**config.mk**
```make
export PLATFORM = sky130hd
export DESIGN_NAME = fsac_div
export DESIGN_NICKNAME = d
export VERILOG_FILES = /design/src/hw/rtl/fsac_pkg.sv /design/src/hw/rtl/fsac_div.sv
export SDC_FILE = /design/constraint.sdc
export NUM_CORES = 1
export LEC_CHECK = 0
export BUFFER_PORTS_ARGS = -buffer_cell sky130_fd_sc_hd__buf_2
export CAP_MARGIN = 25
export CORE_ASPECT_RATIO = 1.4
export CORE_UTILIZATION = 40
export DETAILED_ROUTE_END_ITERATION = 7
export MAX_ROUTING_LAYER = met4
export PLACE_DENSITY = 0.64
export REMOVE_ABC_BUFFERS = 1
export SLEW_MARGIN = 20
export SYNTH_ARGS = -nofsm -noshare
export SYNTH_HDL_FRONTEND = slang
export SYNTH_SLANG_ARGS = --single-unit
```
**constraint.sdc**
```tcl
create_clock -name clk -period 9 [get_ports clk]
set_input_delay 0.9 -clock clk [delete_from_list [all_inputs] [get_ports clk]]
set_output_delay 0.9 -clock clk [all_outputs]
set_load 0.1 [all_outputs]
```
**src/hw/rtl/fsac_pkg.sv**
```systemverilog
// Shared types and constants for the Forth stack ALU core.
package fsac_pkg;

  localparam int DATA_DEPTH   = 64;
  localparam int RETURN_DEPTH = 64;
  localparam int DATA_AW      = $clog2(DATA_DEPTH);
  localparam int RET_AW       = $clog2(RETURN_DEPTH);
  localparam int DCNT_W       = $clog2(DATA_DEPTH + 1);
  localparam int RCNT_W       = $clog2(RETURN_DEPTH + 1);
  localparam int WORD_W       = 32;

  typedef enum logic [5:0] {
    OP_NOP = 6'd0, OP_LIT = 6'd1, OP_TO_R = 6'd2, OP_R_FROM = 6'd3, OP_R_FETCH = 6'd4,
    OP_DUP = 6'd5, OP_DROP = 6'd6, OP_OVER = 6'd7, OP_SWAP = 6'd8, OP_ROT = 6'd9,
    OP_PICK = 6'd10, OP_DUP2 = 6'd11, OP_DROP2 = 6'd12, OP_OVER2 = 6'd13,
    OP_SWAP2 = 6'd14, OP_ADD = 6'd15, OP_MUL = 6'd16, OP_SUB = 6'd17, OP_DIV = 6'd18,
    OP_MOD = 6'd19, OP_MULDIV = 6'd20, OP_DIVMOD = 6'd21, OP_MULDIVMOD = 6'd22,
    OP_AND = 6'd23, OP_OR = 6'd24, OP_XOR = 6'd25, OP_ABS = 6'd26, OP_NEG = 6'd27,
    OP_MAX = 6'd28, OP_MIN = 6'd29, OP_SHL = 6'd30, OP_SHR = 6'd31, OP_INC = 6'd32,
    OP_DEC = 6'd33, OP_ZEQ = 6'd34, OP_ZLT = 6'd35, OP_ZGT = 6'd36, OP_EQ = 6'd37,
    OP_GT = 6'd38, OP_LT = 6'd39, OP_NE = 6'd40, OP_GE = 6'd41, OP_LE = 6'd42
  } op_t;

  typedef enum logic [1:0] {
    ST_OK = 2'd0, ST_UNDER = 2'd1, ST_OVER = 2'd2, ST_DIVZ = 2'd3
  } stat_t;

  typedef enum logic [3:0] {
    S_IDLE, S_RA, S_RC, S_MUL, S_DST, S_DIV, S_FIN, S_WR, S_OUT
  } state_t;

endpackage

```
**src/hw/rtl/fsac_div.sv**
```systemverilog
// Iterative signed 32-bit divider, one quotient bit per cycle, truncating.
module fsac_div (
  input  logic                      clk,
  input  logic                      rst_n,
  input  logic                      start,
  input  logic [fsac_pkg::WORD_W-1:0] dividend,
  input  logic [fsac_pkg::WORD_W-1:0] divisor,
  output logic                      done,
  output logic [fsac_pkg::WORD_W-1:0] quotient,
  output logic [fsac_pkg::WORD_W-1:0] remainder
);
  import fsac_pkg::*;

  logic                busy_r, done_r, negq_r, negr_r;
  logic [4:0]          cnt_r;
  logic [WORD_W:0]     p_r;
  logic [WORD_W-1:0]   qd_r, d_r;
  logic [WORD_W:0]     p_sh, p_sub;

  assign p_sh  = {p_r[WORD_W-1:0], qd_r[WORD_W-1]};
  assign p_sub = p_sh - {1'b0, d_r};

  always_ff @(posedge clk) begin
    if (!rst_n) begin
      busy_r <= 1'b0;
      done_r <= 1'b0;
    end else begin
      done_r <= 1'b0;
      if (start) begin
        busy_r <= 1'b1;
        cnt_r  <= '0;
        p_r    <= '0;
        qd_r   <= dividend[WORD_W-1] ? (~dividend + 1'b1) : dividend;
        d_r    <= divisor[WORD_W-1] ? (~divisor + 1'b1) : divisor;
        negq_r <= dividend[WORD_W-1] ^ divisor[WORD_W-1];
        negr_r <= dividend[WORD_W-1];
      end else if (busy_r) begin
        if (!p_sub[WORD_W]) begin
          p_r  <= p_sub;
          qd_r <= {qd_r[WORD_W-2:0], 1'b1};
        end else begin
          p_r  <= p_sh;
          qd_r <= {qd_r[WORD_W-2:0], 1'b0};
        end
        cnt_r <= cnt_r + 5'd1;
        if (cnt_r == 5'd31) begin
          busy_r <= 1'b0;
          done_r <= 1'b1;
        end
      end
    end
  end

  assign done      = done_r;
  assign quotient  = negq_r ? (~qd_r + 1'b1) : qd_r;
  assign remainder = negr_r ? (~p_r[WORD_W-1:0] + 1'b1) : p_r[WORD_W-1:0];

endmodule

```
# [Word-level counts from Yosys, hierarchy flattened]
# Index checks and enable logic that the tools add are counted.
[totals] input_bits=67 elab_cells=41 register_bits=105
[classes] bitwise_logic=7 addsub=6 muxes=14 n_reduce_logical=4 eq_ne=1
[ops] cell="$mux W32" count=7
[ops] cell="$add A32 B1 Y32 const B" count=4
[ops] cell="$not A32 Y32" count=4
[ops] cell="$sub A33 B32 Y33" count=1
[ops] cell="$mux W31" count=1
[ops] cell="$add A5 B1 Y5 const B" count=1
[ops] cell="$eq A5 B5 Y1 const B" count=1
[ops] cell="$mux W1" count=5
[ops] cell="$mux W5" count=1
[ops] cell="$reduce_and A2 Y1" count=2
[ops] cell="$reduce_or A3 Y1" count=1
[ops] cell="$not A1 Y1" count=2
[ops] cell="$reduce_bool A2 Y1" count=1
[ops] cell="$xor A1 B1 Y1" count=1

# [Longest topological paths before layout]
# Gate-level depths: netlist of run 1.
[depth] ltp_word=4 ltp_mapped=13 depth_no_buf=11

# [Least setup slack after synthesis of run 1]
# OpenSTA, ideal clock, no wires.
[synth_path] path_type="reg2out" startpoint="register qd_r[4]" endpoint="output quotient[28] (netlist name)" arrival_time_ps=3610 slack_ps=4490 required_ps=8100 path_stages_with_launch=9 path_cell_list="edfxtp_1 -> or3_4 -> nor3_4 -> nand3_2 -> or4_4 -> or4_1 -> or4_4 -> o31ai_4 -> xnor2_1"
[synth_between] elab_chain_len=3
[synth_rtl] item="from (decl)" line="fsac_div.sv:17" text="logic [WORD_W-1:0] qd_r, d_r;"
[synth_rtl] item="from (signal assigned)" line="fsac_div.sv:33" text="qd_r <= dividend[WORD_W-1] ? (~dividend + 1'b1) : dividend;"
[synth_rtl] item="from (signal assigned)" line="fsac_div.sv:40" text="qd_r <= {qd_r[WORD_W-2:0], 1'b1};"
[synth_rtl] item="from (signal assigned)" line="fsac_div.sv:43" text="qd_r <= {qd_r[WORD_W-2:0], 1'b0};"
[synth_rtl] item="$not A32 Y32" line="fsac_div.sv:55" text="assign quotient = negq_r ? (~qd_r + 1'b1) : qd_r;"
[synth_rtl] item="$add A32 B1 Y32" line="fsac_div.sv:55"
[synth_rtl] item="$mux W32" line="fsac_div.sv:55"
[synth_rtl] item="to (decl)" line="fsac_div.sv:9" text="output logic [fsac_pkg::WORD_W-1:0] quotient,"
# Every way passes these cells.

# [Final worst setup path of run 1]
# Same ends and word-level chain as after synthesis.

==> metrics.cfg, run 1 <==
[route]
vias_per_cell = 5.64
post_drt_wl_per_cell_um = 16.4
drt-pass1-iter-count = 5
antenna_left = 0
met1Wirelength_um = 9120
maxUsedRoutingLayer = met4
drt_wl_total_um = 22100
routed-wl-met3_um = 1180
route.detailed.drc = 0
drtIter0Drc = 356
vias = 7584
met2_wirelength_um = 11400

[logic_synthesis]
syn_avg_cell_area_um2 = 8.98
synthArstFlopShare_pct = 0
synthCells = 971
yosys_most_used_dff = edfxtp_1
synth_cell_types = 71
ys_warn_count = 0
syn_area_um2 = 8720
synth-edff-count = 103
yosys_register_bits = 105
yosysSeqAreaShare_pct = 35.9

[timing]
setup_viol = 0
max_clock_freq_mhz = 207
tightest_slew_ns = 0.834
layout_min_cycle_time_ns = 4.83
rsz0062_at_grt = false
hold_viol_final = 0
slew_headroom_pct = 44.4
fin_hold_ws_ns = 0.539
clock_skew_ns = 0.00617
finalCritPeriodShare_pct = 53.7
slew_viol_final = 0
tns_ns = 0

[setup_path]
cpMostUsedCell = or4_4
worstRegToRegCells = 12
end_kind = output pin
path_max_fanout = 4
worstSetupPathType = reg -> out
critPathBufInv = 1
slowest_stage = or4_1
cpPeakStageDelay_ns = 0.55
start_kind = flip-flop
crit_required_ns = 8.10
cp.depth = 9
path_cells = or3_4 -> nor3_4 -> nand3_2 -> or4_4 -> or4_1 -> or4_4 -> o31ai_4 -> xnor2_1 -> buf_2
critPathTopFamily = simple AND/OR/NAND/NOR gates
arrival_ns = 3.93

[placement]
dpl.cell_count = 1319
io_buffers = 131
dpl.hpwl_um = 16700
place.gp.congestion = 0.862

[layout]
final_cells = 1345
multi_input_area_um2 = 5190
drive_gt1_share_pct = 17.2
nFillCells = 2143
area_delta_synth_final_pct = 13.6
seqCellArea_um2 = 3130
mostFrequentLayoutCells = 130 x buf_2, 103 x edfxtp_1, 102 x xnor2_1, 87 x o21ai_0, 85 x a21oi_1
fin_nets = 1178
final_common_cell = buf_2

[floorplanning]
start_util_pct = 41.0
fp.dieW_um = 127
die_y_um = 177
core_um2 = 21300
io_pins = 132
rows = 63
dieArea_um2 = 22400

[global_routing]
antenna_found_initial = 8
grt-ovfl-total = 0
grt_usage_pct = 20.6
grt_max_degree = 68
grt_pass1_vias = 7186
grt_pass1_wl_um = 35500

[clock_tree]
cts_buffers = 9
cts-resized-gates = 0
cts_max_level = 3
cts_buffer_depth = 2
clk_latency_ns = 0.37
clkTransAtPathRegs_ns = 0.07
root_buffer = clkbuf_16
cts.sinks = 105
hold_buffers = 0
cts_setup_buffers = 0
tritoncts = done

[hold_path]
min_path_type = reg -> reg
worstHoldPathCells = 1

[run]
maxCapViolations = 0

[pwr]
p_per_area_nw_per_um2 = 194
ir_drop_mv = 0.0918
total_power_uw = 1920
cellLeakagePower_uw = 0.00374

[status]
run_status = finished, final reports clean

==> logic make-up (layout without fill, tap and decap cells) <==
| kind of cell | count (synthesis) | count (layout) | share of synthesized area, % |
|---|---|---|---|
| and+or+nand+nor | 281 | 281 | 17.3 |
| xor gates and xnor gates | 142 | 142 | 14.3 |
| DFF | 105 | 105 | 35.9 |
| adders and majority gates | 39 | 39 | 5.68 |
| other | 0 | 8 | 0 |
| muxes | 6 | 6 | 0.761 |
| buffers and inverters | 101 | 207 | 4.55 |
| AOI/OAI and AO/OA | 297 | 297 | 21.5 |
==> worst register-to-register path: cells and delay by family, from the launching register on <==
| family | cells | cell delay, ns |
|---|---|---|
| compound gates | 5 | 1.40 |
| fa+ha+maj | 2 | 0.64 |
| simple gates | 3 | 1.11 |
| flops | 1 | 0.40 |
| buf+inv | 2 | 0.30 |
==> sequential cells by signal, indices dropped and copies added, names as in the netlist <==
register and cells:
busy_r 1, cnt_r 5, d_r 32, done 1, negq_r 1, negr_r 1
p_r 32, qd_r 32
==> report_power, final <==
| group | switching, uW | leakage, uW | internal [uW] |
|---|---|---|---|
| combinational | 639 | 0.00261 | 239 |
| sequential | 45.8 | 0.000999 | 596 |
| clock | 184 | 0.000138 | 214 |
| total | 869 | 0.00374 | 1050 |
==> synthesized netlist by cell type, types with 8 or more instances <==
master	number	area, um^2
a21oi_1	85	425
inv_1	51	191
o31ai_1	42	315
o41ai_1	15	131
ha_1	38	475
a21o_1	10	75.1
or3_1	22	138
nor3_1	12	60.1
clkbuf_1	44	165
o21a_1	11	82.6
nand2_1	68	255
xnor2_1	102	893
or4_1	21	158
nand4_1	13	81.3
o21ai_0	88	440
xor2_1	40	350
edfxtp_1	103	3090
nand3_1	36	180
nor2b_1	8	50.1
nor2_1	55	206
==> final timing paths <==
check,startpoint,endpoint,slack (ns)
worst max-delay path,qd_r[4],quotient[28],4.17
worst min register to register,busy_r,done,0.54
worst min-delay path,busy_r,done,0.54
worst max register to register,qd_r[31],p_r[9],5.00
==> through the flow <==
step           util, %  setup WS (ns)  cell area, um^2
4_1_cts           46.2           4.14             9840
6_report          46.5           4.17             9900
2_1_floorplan        -           4.33             8510
5_1_grt           46.5           4.05             9900
3_3_place_gp      44.9           4.61             9550
3_5_place_dp      44.9           4.54             9550
==> layer usage <==
layer	vias to the layer above	track usage [%]
met5	-	-
met4	0	6.99
met3	28	4.29
met2	196	36.3
met1	3541	23.2
li1	3819	-
==> area by class of cell <==
| type | instances | share of cell area, % |
|---|---|---|
| clock buffers | 10 | 2.31 |
| flip-flops and latches | 105 | 31.6 |
| inverters | 51 | 1.93 |
| repair buffers | 140 | 7.61 |
| diodes | 8 | 0.202 |
| clock inverters | 6 | 0.594 |
| multi-input cells | 765 | 52.4 |
| well taps | 260 | 3.28 |
Note: power is estimated with default switching activity, not from simulation.
==> run 2, diff against run 1 <==
--- a/config.mk
+++ b/config.mk
@@ -5,13 +5,14 @@
 export SDC_FILE = /design/constraint.sdc
 export NUM_CORES = 1
 export LEC_CHECK = 0
+export ABC_AREA = 1
 export BUFFER_PORTS_ARGS = -buffer_cell sky130_fd_sc_hd__buf_2
 export CAP_MARGIN = 25
 export CORE_ASPECT_RATIO = 1.4
 export CORE_UTILIZATION = 40
 export DETAILED_ROUTE_END_ITERATION = 7
 export MAX_ROUTING_LAYER = met4
-export PLACE_DENSITY = 0.64
+export PLACE_DENSITY = 0.66
 export REMOVE_ABC_BUFFERS = 1
 export SLEW_MARGIN = 20
 export SYNTH_ARGS = -nofsm -noshare
==> constraint.sdc (replaced) <==
create_clock -name clk -period 4 [get_ports clk]
set_input_delay 0.4 -clock clk [delete_from_list [all_inputs] [get_ports clk]]
set_output_delay 0.4 -clock clk [all_outputs]
set_load 0.1 [all_outputs]
==> run 2 against run 1 <==
  * Non-clock buffer count is 1 lower
  * Sequential power is 130% higher
  * Worst hold slack worse by 0.32 ns
  * Critical path depth is 2 higher
  * Clock power is 150% higher
  * Largest power group unchanged
  * Count of clock-buffer cells in the layout is 1 lower
  * Area after synthesis is 17% higher
  * Via count is 29% higher
  * Clock skew is 0.0074 ns higher
  * Final cell count is 49% higher
  * Register-to-register slack worse by 3.7 ns
==> metrics.cfg, run 2 <==
[placement]
place.gp.congestion = 0.920  ; was 0.862
io_buffers = 131  ; unchanged
dpl-instance-area_um2 = 11100  ; was 9550 um^2
dpl.hpwl_um = 23900  ; was 16700 um

[setup_path]
regToRegEndpoint = p_r[31]  ; was p_r[9]
worstSetupPathType = reg -> out  ; unchanged
end_kind = output pin  ; unchanged
path_max_fanout = 5  ; was 4
arrival_ns = 3.05  ; was 3.93 ns
crit_required_ns = 3.60  ; was 8.10 ns
start_kind = flip-flop  ; unchanged
r2r_start = p_r[26]  ; was qd_r[31]
worstSetupStartpoint = p_r[0]  ; was qd_r[4]
worstRegToRegCells = 11  ; was 12
reg2reg_slack_ns = 1.33  ; was 5.00 ns
endpoint = remainder[28]  ; was quotient[28]

[clock_tree]
clk_latency_ns = 0.37  ; about the same
tritoncts = done  ; unchanged
cts.sinks = 105  ; unchanged
root_buffer = clkbuf_16  ; unchanged
hold_buffers = 0  ; unchanged
cts_buffer_depth = 2  ; unchanged
cts_buffers = 9  ; unchanged
cts_max_level = 3  ; unchanged
clkTransAtPathRegs_ns = 0.08  ; was 0.07 ns
cts_setup_buffers = 0  ; unchanged
cts-resized-gates = 0  ; unchanged

[route]
post_drt_wl_per_cell_um = 14.3  ; was 16.4 um
drtIter0Drc = 567  ; was 356
drt_wl_total_um = 28800  ; was 22100 um
antenna_left = 0  ; unchanged
vias_per_cell = 4.87  ; was 5.64
drt-pass1-iter-count = 5  ; unchanged
route.detailed.drc = 0  ; unchanged
vias = 9790  ; was 7584

[status]
run_status = finished, final reports clean  ; unchanged

[pwr]
p_per_area_nw_per_um2 = 448  ; was 194 nW/um^2
total_power_uw = 5140  ; was 1920 uW
ir_drop_mv = 0.260  ; was 0.0918 mV
cellLeakagePower_uw = 0.00603  ; was 0.00374 uW

[logic_synthesis]
yosys_most_used_dff = edfxtp_1  ; unchanged
synthCells = 1564  ; was 971
synthSimpleGateAreaFrac_pct = 36.3  ; was 17.3%
syn_area_um2 = 10200  ; was 8720 um^2
synth_top_cell_by_area = edfxtp_1  ; unchanged
yosys_register_bits = 105  ; unchanged
synth_mux_area_share_pct = 0  ; was 0.761%
yosysSeqAreaShare_pct = 30.8  ; was 35.9%
yosys-top-cells-area = edfxtp_1 30%, nand2_1 17%, inv_1 10%  ; was edfxtp_1 35%, xnor2_1 10%, ha_1 5.5%
synth-edff-count = 103  ; unchanged
synthMostInstantiatedCell = nand2_1  ; was edfxtp_1
synth_compound_area_share_pct = 6.27  ; was 21.5%
synth_cell_types = 44  ; was 71
synthTopCellsByCount = 470 x nand2_1, 282 x inv_1, 200 x nor2_1, 124 x nand3_1, 103 x edfxtp_1  ; was 103 x edfxtp_1, 102 x xnor2_1, 88 x o21ai_0, 85 x a21oi_1, 68 x nand2_1
synthAdderAreaFrac_pct = 4.87  ; was 5.68%
yosys.area_share.xor_xnor_pct = 9.46  ; was 14.3%
yosysTopAreaCellShare_pct = 30.4  ; was 35.5%
synthArstFlopShare_pct = 0  ; unchanged
syn_avg_cell_area_um2 = 6.51  ; was 8.98 um^2
synth_top_family_by_area = simple AND/OR/NAND/NOR gates  ; was compound AO/OA/AOI/OAI gates
ys_warn_count = 0  ; unchanged

[floorplanning]
dieArea_um2 = 26100  ; was 22400 um^2
core_um2 = 24800  ; was 21300 um^2
die_y_um = 191  ; was 177 um
fp.dieW_um = 137  ; was 127 um
start_util_pct = 41.0  ; about the same
rows = 68  ; was 63
io_pins = 132  ; unchanged

[layout]
final_common_cell = nand2_1  ; was buf_2
largestRegisters = d_r x32, p_r x32, qd_r x32  ; unchanged
area_delta_synth_final_pct = 12.7  ; was 13.6%
fin_nets = 1788  ; was 1178
mostFrequentLayoutCells = 469 x nand2_1, 281 x inv_1, 200 x nor2_1, 131 x buf_2, 124 x nand3_1  ; was 130 x buf_2, 103 x edfxtp_1, 102 x xnor2_1, 87 x o21ai_0, 85 x a21oi_1
drive_gt1_share_pct = 11.7  ; was 17.2%
finalInstanceArea_um2 = 11500  ; was 9900 um^2

[timing]
max_clock_freq_mhz = 290
clock_skew_ns = 0.0135  ; was 0.00617 ns
fin_hold_ws_ns = 0.217  ; was 0.539 ns
finalCritPeriodShare_pct = 86.3
slew_headroom_pct = 40.2  ; was 44.4%
tightest_slew_ns = 0.894  ; was 0.834 ns
layout_min_cycle_time_ns = 3.45
slew_viol_final = 0  ; unchanged
rsz0062_at_grt = false  ; unchanged
hold_viol_final = 0  ; unchanged
tns_ns = 0  ; unchanged
setup_viol = 0  ; unchanged

[hold_path]
min_path_type = in -> reg  ; was reg -> reg
worstHoldPathCells = 1  ; unchanged

[global_routing]
grt_pass1_vias = 9650  ; was 7186
grt_max_degree = 47  ; was 68
grt_pass1_wl_um = 46700  ; was 35500 um
antenna_found_initial = 5  ; was 8
grt-ovfl-total = 0  ; unchanged
grt_usage_pct = 23.8  ; was 20.6%

[run]
maxCapViolations = 0  ; unchanged

[run 2: critical path: stages, from the launching register on]
cell      delay, ns
edfxtp_1       0.44
inv_1          0.17
ha_1           0.19
nand2_1        0.11
nor2_1         0.21
nand2_1        0.16
nor2_2         0.28
nand3_1        0.18
o21ai_1        0.24
nand2_1        0.09
xor2_1         0.14
buf_2          0.44
[run 2: cells by family (layout without fill, tap and decap cells)]
group           Yosys count  after routing
compound gates          115            115
other cells               0              8
fa+ha+maj                39             39
buf+inv                 320            443
simple gates            875            875
flops                   105            105
xor+xnor                110            110
[run 2: final cells by class]
cell class / instances / area (um^2)
antenna: 8 / 20.0
clock buffer: 9 / 225
clock inverter: 7 / 92.6
fill: 2618 / 13400
inverter: 288 / 1080
multi-input combinational: 1139 / 5800
sequential: 105 / 3130
tap: 315 / 394
timing repair buffer: 139 / 728
[run 2: where the power goes]
| part | internal, uW | switching [uW] |
|---|---|---|
| Sequential | 1370 | 117 |
| Clock | 548 | 436 |
| Combinational | 628 | 2030 |
| Total | 2550 | 2590 |
[run 2: stage by stage]
stage | cells | util (%) | setup slack [ns]
after global placement | 1986 | 44.8 | 0.986
after global routing | 2007 | 46.1 | 0.294
after detailed placement | 1986 | 44.8 | 0.943
after CTS | 2002 | 46.1 | 0.531
final | 2010 | 46.2 | 0.549
after floorplan | 1532 | - | 0.0819
[run 2: worst min path at each step]
stage	from	endpoint	slack, ns
after CTS	divisor[0]	d_r[0]	0.21
final	divisor[0]	d_r[0]	0.22
after global placement	busy_r	done	0.48
after detailed placement	busy_r	done	0.50
after global routing	divisor[0]	d_r[0]	0.22
after floorplan	busy_r	done	0.44
[run 2: metal layers]
metal  GRT usage (%)  share of wire (%)  vias up
met5               -                  0        -
met4            13.9                5.7        0
met3            3.77                4.7       82
met2            42.2                 51      253
met1            24.4                 39     4332
li1                -                  -     5123
